$ cat config.mk
export PLATFORM = sky130hd
export DESIGN_NAME = rua_ctrl
export DESIGN_NICKNAME = d
export VERILOG_FILES = /design/src/rua_pkg.sv /design/src/rua_ctrl.sv
export VERILOG_INCLUDE_DIRS = /design/src /design/src/src
export SDC_FILE = /design/constraint.sdc
export NUM_CORES = 1
export LEC_CHECK = 0
export BUFFER_PORTS_ARGS = -buffer_cell sky130_fd_sc_hd__buf_4
export CORE_AREA = 5 5 42 44
export CTS_CLUSTER_SIZE = 8
export DETAILED_ROUTE_END_ITERATION = 7
export DIE_AREA = 0 0 47 49
export REMOVE_ABC_BUFFERS = 1
export SLEW_MARGIN = 20
export SYNTH_ARGS = -nofsm -noshare
export SYNTH_HDL_FRONTEND = slang
export SYNTH_SLANG_ARGS = --single-unit
$ cat constraint.sdc
create_clock -name clk -period 1.3 [get_ports clk]
set_input_delay 0.26 -clock clk [delete_from_list [all_inputs] [get_ports clk]]
set_output_delay 0.26 -clock clk [all_outputs]
set_load 0.005 [all_outputs]
$ cat src/assert_macros.svh
// assertion helpers, included by rua_ctrl
`ifndef ASSERT_MACROS_SVH
`define ASSERT_MACROS_SVH

// check on every clock edge outside reset
`define RUA_ASSERT(lbl, prop, msg) \
    lbl: assert property (@(posedge clk) disable iff (!rst_n) prop) else $error(msg);

// check on every clock edge, reset included
`define RUA_ASSERT_ALWAYS(lbl, prop, msg) \
    lbl: assert property (@(posedge clk) prop) else $error(msg);

`endif

$ cat src/rua_pkg.sv
// ----------------------------------------------------------------------------
// rua_pkg
// Shared types and constants of the rectangle union area sweep.
// ----------------------------------------------------------------------------
package rua_pkg;

    localparam int MAX_LEAVES_DEF = 1024;

    // opcode values of an input transaction
    localparam logic OP_LOAD = 1'b0;
    localparam logic OP_EDGE = 1'b1;

    // register indexes
    localparam logic REG_USED_LEAVES = 1'b0;

    typedef enum logic [2:0] {
        ST_CLEAR,
        ST_IDLE,
        ST_EXEC,
        ST_ACC,
        ST_WALK,
        ST_RMW,
        ST_OUT
    } state_t;

    // commands from controller to datapath
    typedef struct packed {
        logic clr_step;
        logic latch;
        logic tbl_wr;
        logic mul;
        logic acc;
        logic push_kids;
        logic issue_rd;
        logic write_node;
        logic pop;
        logic out_load;
    } cmd_t;

    // status from datapath to controller
    typedef struct packed {
        logic clr_done;
        logic is_edge;
        logic stk_empty;
        logic top_oob;
        logic top_visit;
    } status_t;

endpackage

$ cat src/rua_ctrl.sv
// ----------------------------------------------------------------------------
// rua_ctrl
// Sequencer: clearing pass, item decode, tree walk and result handoff.
// ----------------------------------------------------------------------------
`include "assert_macros.svh"

module rua_ctrl (
    input  logic             clk,
    input  logic             rst_n,
    input  logic             in_valid,
    output logic             in_stall,
    output logic             out_valid,
    input  logic             out_stall,
    input  rua_pkg::status_t sts,
    output rua_pkg::cmd_t    cmd
);
    import rua_pkg::*;

    state_t state_reg, state_next;
    logic   out_valid_reg, out_valid_next;
    logic   slot_free;

    assign slot_free = !out_valid_reg || !out_stall;
    assign in_stall  = (state_reg != ST_IDLE);
    assign out_valid = out_valid_reg;

    // state register
    always_ff @(posedge clk or negedge rst_n)
    begin
        if (!rst_n)
        begin
            state_reg     <= ST_CLEAR;
            out_valid_reg <= 1'b0;
        end
        else
        begin
            state_reg     <= state_next;
            out_valid_reg <= out_valid_next;
        end
    end

    // next state
    always_comb
    begin
        state_next = state_reg;
        case (state_reg)
            ST_CLEAR: if (sts.clr_done) state_next = ST_IDLE;
            ST_IDLE:  if (in_valid) state_next = ST_EXEC;
            ST_EXEC:  state_next = sts.is_edge ? ST_ACC : ST_OUT;
            ST_ACC:   state_next = ST_WALK;
            ST_WALK:
            begin
                if (sts.stk_empty)
                    state_next = ST_OUT;
                else if (!sts.top_oob && sts.top_visit)
                    state_next = ST_RMW;
            end
            ST_RMW:   state_next = ST_WALK;
            ST_OUT:   if (slot_free) state_next = ST_IDLE;
            default:  state_next = ST_CLEAR;
        endcase
    end

    // command outputs
    always_comb
    begin
        cmd = '0;
        case (state_reg)
            ST_CLEAR: cmd.clr_step = 1'b1;
            ST_IDLE:  cmd.latch = in_valid;
            ST_EXEC:
            begin
                cmd.tbl_wr = !sts.is_edge;
                cmd.mul    = sts.is_edge;
            end
            ST_ACC:   cmd.acc = 1'b1;
            ST_WALK:
            begin
                if (!sts.stk_empty)
                begin
                    if (sts.top_oob)
                        cmd.pop = 1'b1;
                    else if (sts.top_visit)
                        cmd.issue_rd = 1'b1;
                    else
                        cmd.push_kids = 1'b1;
                end
            end
            ST_RMW:
            begin
                cmd.write_node = 1'b1;
                cmd.pop        = 1'b1;
            end
            ST_OUT:   cmd.out_load = slot_free;
            default:  cmd = '0;
        endcase
    end

    // output valid flag
    always_comb
    begin
        out_valid_next = out_valid_reg;
        if (cmd.out_load)
            out_valid_next = 1'b1;
        else if (out_valid_reg && !out_stall)
            out_valid_next = 1'b0;
    end

    `RUA_ASSERT(a_rmw_after_walk, (state_reg == ST_RMW) |-> ($past(state_reg) == ST_WALK), "node write without read")
    `RUA_ASSERT(a_out_rise, $rose(out_valid_reg) |-> ($past(state_reg) == ST_OUT), "result not from handoff state")
    `RUA_ASSERT_ALWAYS(a_clear_stall, (state_reg == ST_CLEAR) |-> in_stall, "transaction during clearing pass")

endmodule

==> summary.md <==
| Metric | Value |
|---|---|
| Status | complete, but fails checks |
| Violated checks | negative setup slack |
| Post-DRT Antenna Nets | 0 |
| Slew Limit Headroom | between 80% and 90% |
| Yosys synthesis warning count | 0 |
| Num rows | 14 |
| Hold Vio Cnt, Final | 0 |
| Data required time of the worst path | about 1000 ps |
| Layer with the highest usage | met2 |
| Post-DP HPWL | around 730 um |
| FF-to-FF setup slack | 170 ps |
| Minimum clock period | around 1500 ps |
| Largest net degree at the start of global routing | 17 |
| Top-Level Pins | 21 |
| Peak supply drop | ~0.77 mV |
| Setup TNS | -1150 ps |
| Worst hold path type | input pin to flop |
| Worst-path clk slew | about 40 ps |
| Worst path max stage delay | 420 ps |
| Met2 usage | 13.1% |
| H-Tree Depth | 1 |
| Crit path DAT | about 1200 ps |
| Fill cells | approximately 140 |
| Die width | around 47 um |
| Placed cell area | 509 um^2 |
| Final period utilization | 115% |
| Worst slew pin tran | approximately 240 ps |
| Die Ht | around 49 um |
| CP Launch Type | flop |
| Synth Instances | between 40 and 50 |
| Crit-path cells | or3b_4 -> nor2_2 -> buf_4 |
| Layout Utilization | a little over two fifths |
| Post-route DRC | 0 |
| Lkg Pwr | 0.307 nW |
| Unique cell type count in the Yosys netlist | 24 |
| CTS tree | built |
| Root Buffer | clkbuf_4 |
| Antenna diodes | 0 |
| EDFF count, synth | 0 |
| Worst Setup Slack, final | -191 ps |
| Area growth from synthesis to layout | 78.5% |
| Buf/Inv on CP | 1 |
| Synthesized cell area | between 300 and 400 um^2 |
| #FFs+latches synth | 4 |
| Core area | roughly 0.0014 mm^2 |
| Layout Nets | 81 |
| Global-route wire length before repair | roughly 1500 um |
| Via Count | approximately 400 |
| Die area | between 0.002 and 0.0025 mm^2 |
| CTS Sinks | 4 |
| Drt first pass iters | 4 |
| M1 GR Usage | roughly 11% |
| Final Max Tran Viols | 0 |
| Iter 0 DRT Violations | 4 |
| Top FF cell, synth | dfrtp_1 |
| Mean post-synth cell area | between 7 and 8 um^2 |
| GR Overflow Total | 0 |
| Clk_lat worst skew | around 230 ps |
| Clock Path Buffers | 2 |
| Top Family by Delay on Critical Path | simple AND/OR/NAND/NOR gates |
| CTS Buf Count | 3 |
| FMAX | roughly 670 MHz |
| Vias in the first global route | 381 |
| Unrepaired setup endpoints after global routing | yes |
| Initial Utilization | 24.5% |
| Clock Skews | 3.79 ps |
| Final Instance Area | ~610 um^2 |
| Worst path slowest cell | or3b_4 |
| WL/cell | around 12 um |
| GR Util All Layers | around 9.0% |
| Async S/R FF share, synth | between 90% and 100% |
| Max FFs per register | 3 |
| Seq/Total Area, Yosys | 29.2% |
| Met3 GRT Util | under 10% |
| CP endpoint kind | output pin |
| Vias per cell | approximately 4.7 |
| PwrDens | just over 2000 mW/mm^2 |
| Power, Total | approximately 0.0013 W |
| MaxCap Viol Count | 0 |
| Initial antenna violation count | 0 |
| WS Path Type | flop to output pin |
| Number of buffers added on ports | 20 |
| Placer Congestion | approximately 0.75 |
| Ratio of cells with drive above 1 in the final layout | between 50% and 60% |
| Endpoints failing setup | 11 |
| Worst Path Max Fanout | 3 |
| WL final | about 1000 um |
-- placed cells by master (no fill, tap or decap) --
cell and instances:
a21oi_1 3, a21oi_2 1, a311o_1 1, a311oi_1 1, a31oi_1 1, and3b_1 2, buf_2 1, buf_4 22
buf_6 5, clkbuf_4 3, dfrtp_1 4, dlygate4sd3_1 1, inv_1 3, mux2i_1 1, nand2_1 2, nand2b_1 2
nand3_1 1, nand3b_1 1, nor2_1 3, nor2_2 1, nor2_4 1, nor2b_1 1, nor3_1 2, nor3b_2 2
o21a_1 1, o21ai_2 1, o32ai_1 1, or2_0 1, or3b_4 1
-- synth_stat cells, types with 2 or more instances --
master	instances	area share, %
nor2_1	5	5.5
a21oi_1	4	5.8
dfrtp_1	4	29
buf_2	3	4.4
inv_1	3	3.3
and3b_1	2	5.1
nand2_1	2	2.2
nand2b_1	2	3.6
nor3_1	2	2.9
nor3b_1	2	4.4
-- repair_timing --
action | CTS | global route
cloned | 0 | 1
setup endpoints to repair | 11 | 11
hold buffers | 1 | 0
resized for setup | 3 | 8
pin swaps | 0 | 3
buffers inserted | 1 | 2
endpoints found under the hold margin | 4 | 0
-- where the power goes --
| group | total [W] | switching, W | internal [W] |
|---|---|---|---|
| Sequential | 0.000241 | 0.0000522 | 0.000189 |
| Clock | 0.000152 | 0.0000485 | 0.000103 |
| Combinational | 0.000879 | 0.000380 | 0.000499 |
-- cell type report --
| class | count | area [um^2] | area share, % |
|---|---|---|---|
| Clock buffer | 3 | 22.5 | 3.68 |
| Inverter | 3 | 11.3 | 1.84 |
| Multi-Input combinational cell | 31 | 221 | 36.2 |
| Sequential cell | 4 | 100 | 16.4 |
| Tap cell | 16 | 20.0 | 3.27 |
| Timing Repair Buffer | 29 | 236 | 38.7 |
-- per-stage QoR --
step                hold slack [ps]  worst slack, ps  std cells
global route                    332             -277         86
floorplan                     -35.6            -6.36         38
detailed placement             58.1             62.1         78
global placement               59.1             59.9         78
CTS                             309             -186         83
finish                          308             -191         86
-- final timing paths --
| path | from | cells past startpoint | to |
|---|---|---|---|
| max reg2reg | state_reg[1] | 3 | state_reg[1] |
| max in group asynchronous | rst_n | 2 | state_reg[1] |
| min | out_stall | 3 | out_valid |
| min in group asynchronous | rst_n | 2 | out_valid |
| min reg2reg | out_valid | 2 | out_valid |
| max | state_reg[1] | 3 | cmd[8] |
-- metal layers --
layer | vias to the layer above | part of all wire (%)
met5 | - | 0
met4 | 0 | 0
met3 | 0 | 10
met2 | 19 | 49
met1 | 178 | 40
li1 | 204 | -
-- cell families after synthesis --
kind of cell,count (synthesis),synth area share [%]
compound gates,10,20.4
buf+inv,8,13.1
flops,4,29.2
mux,1,2.92
simple gates,20,34.3
-- worst reg2reg max path, stage by stage (launching register included) --
cell and delay [ps]:
dfrtp_1 390, or3b_4 420, buf_4 150, o21ai_2 100
(Power assumes the default switching activity.)
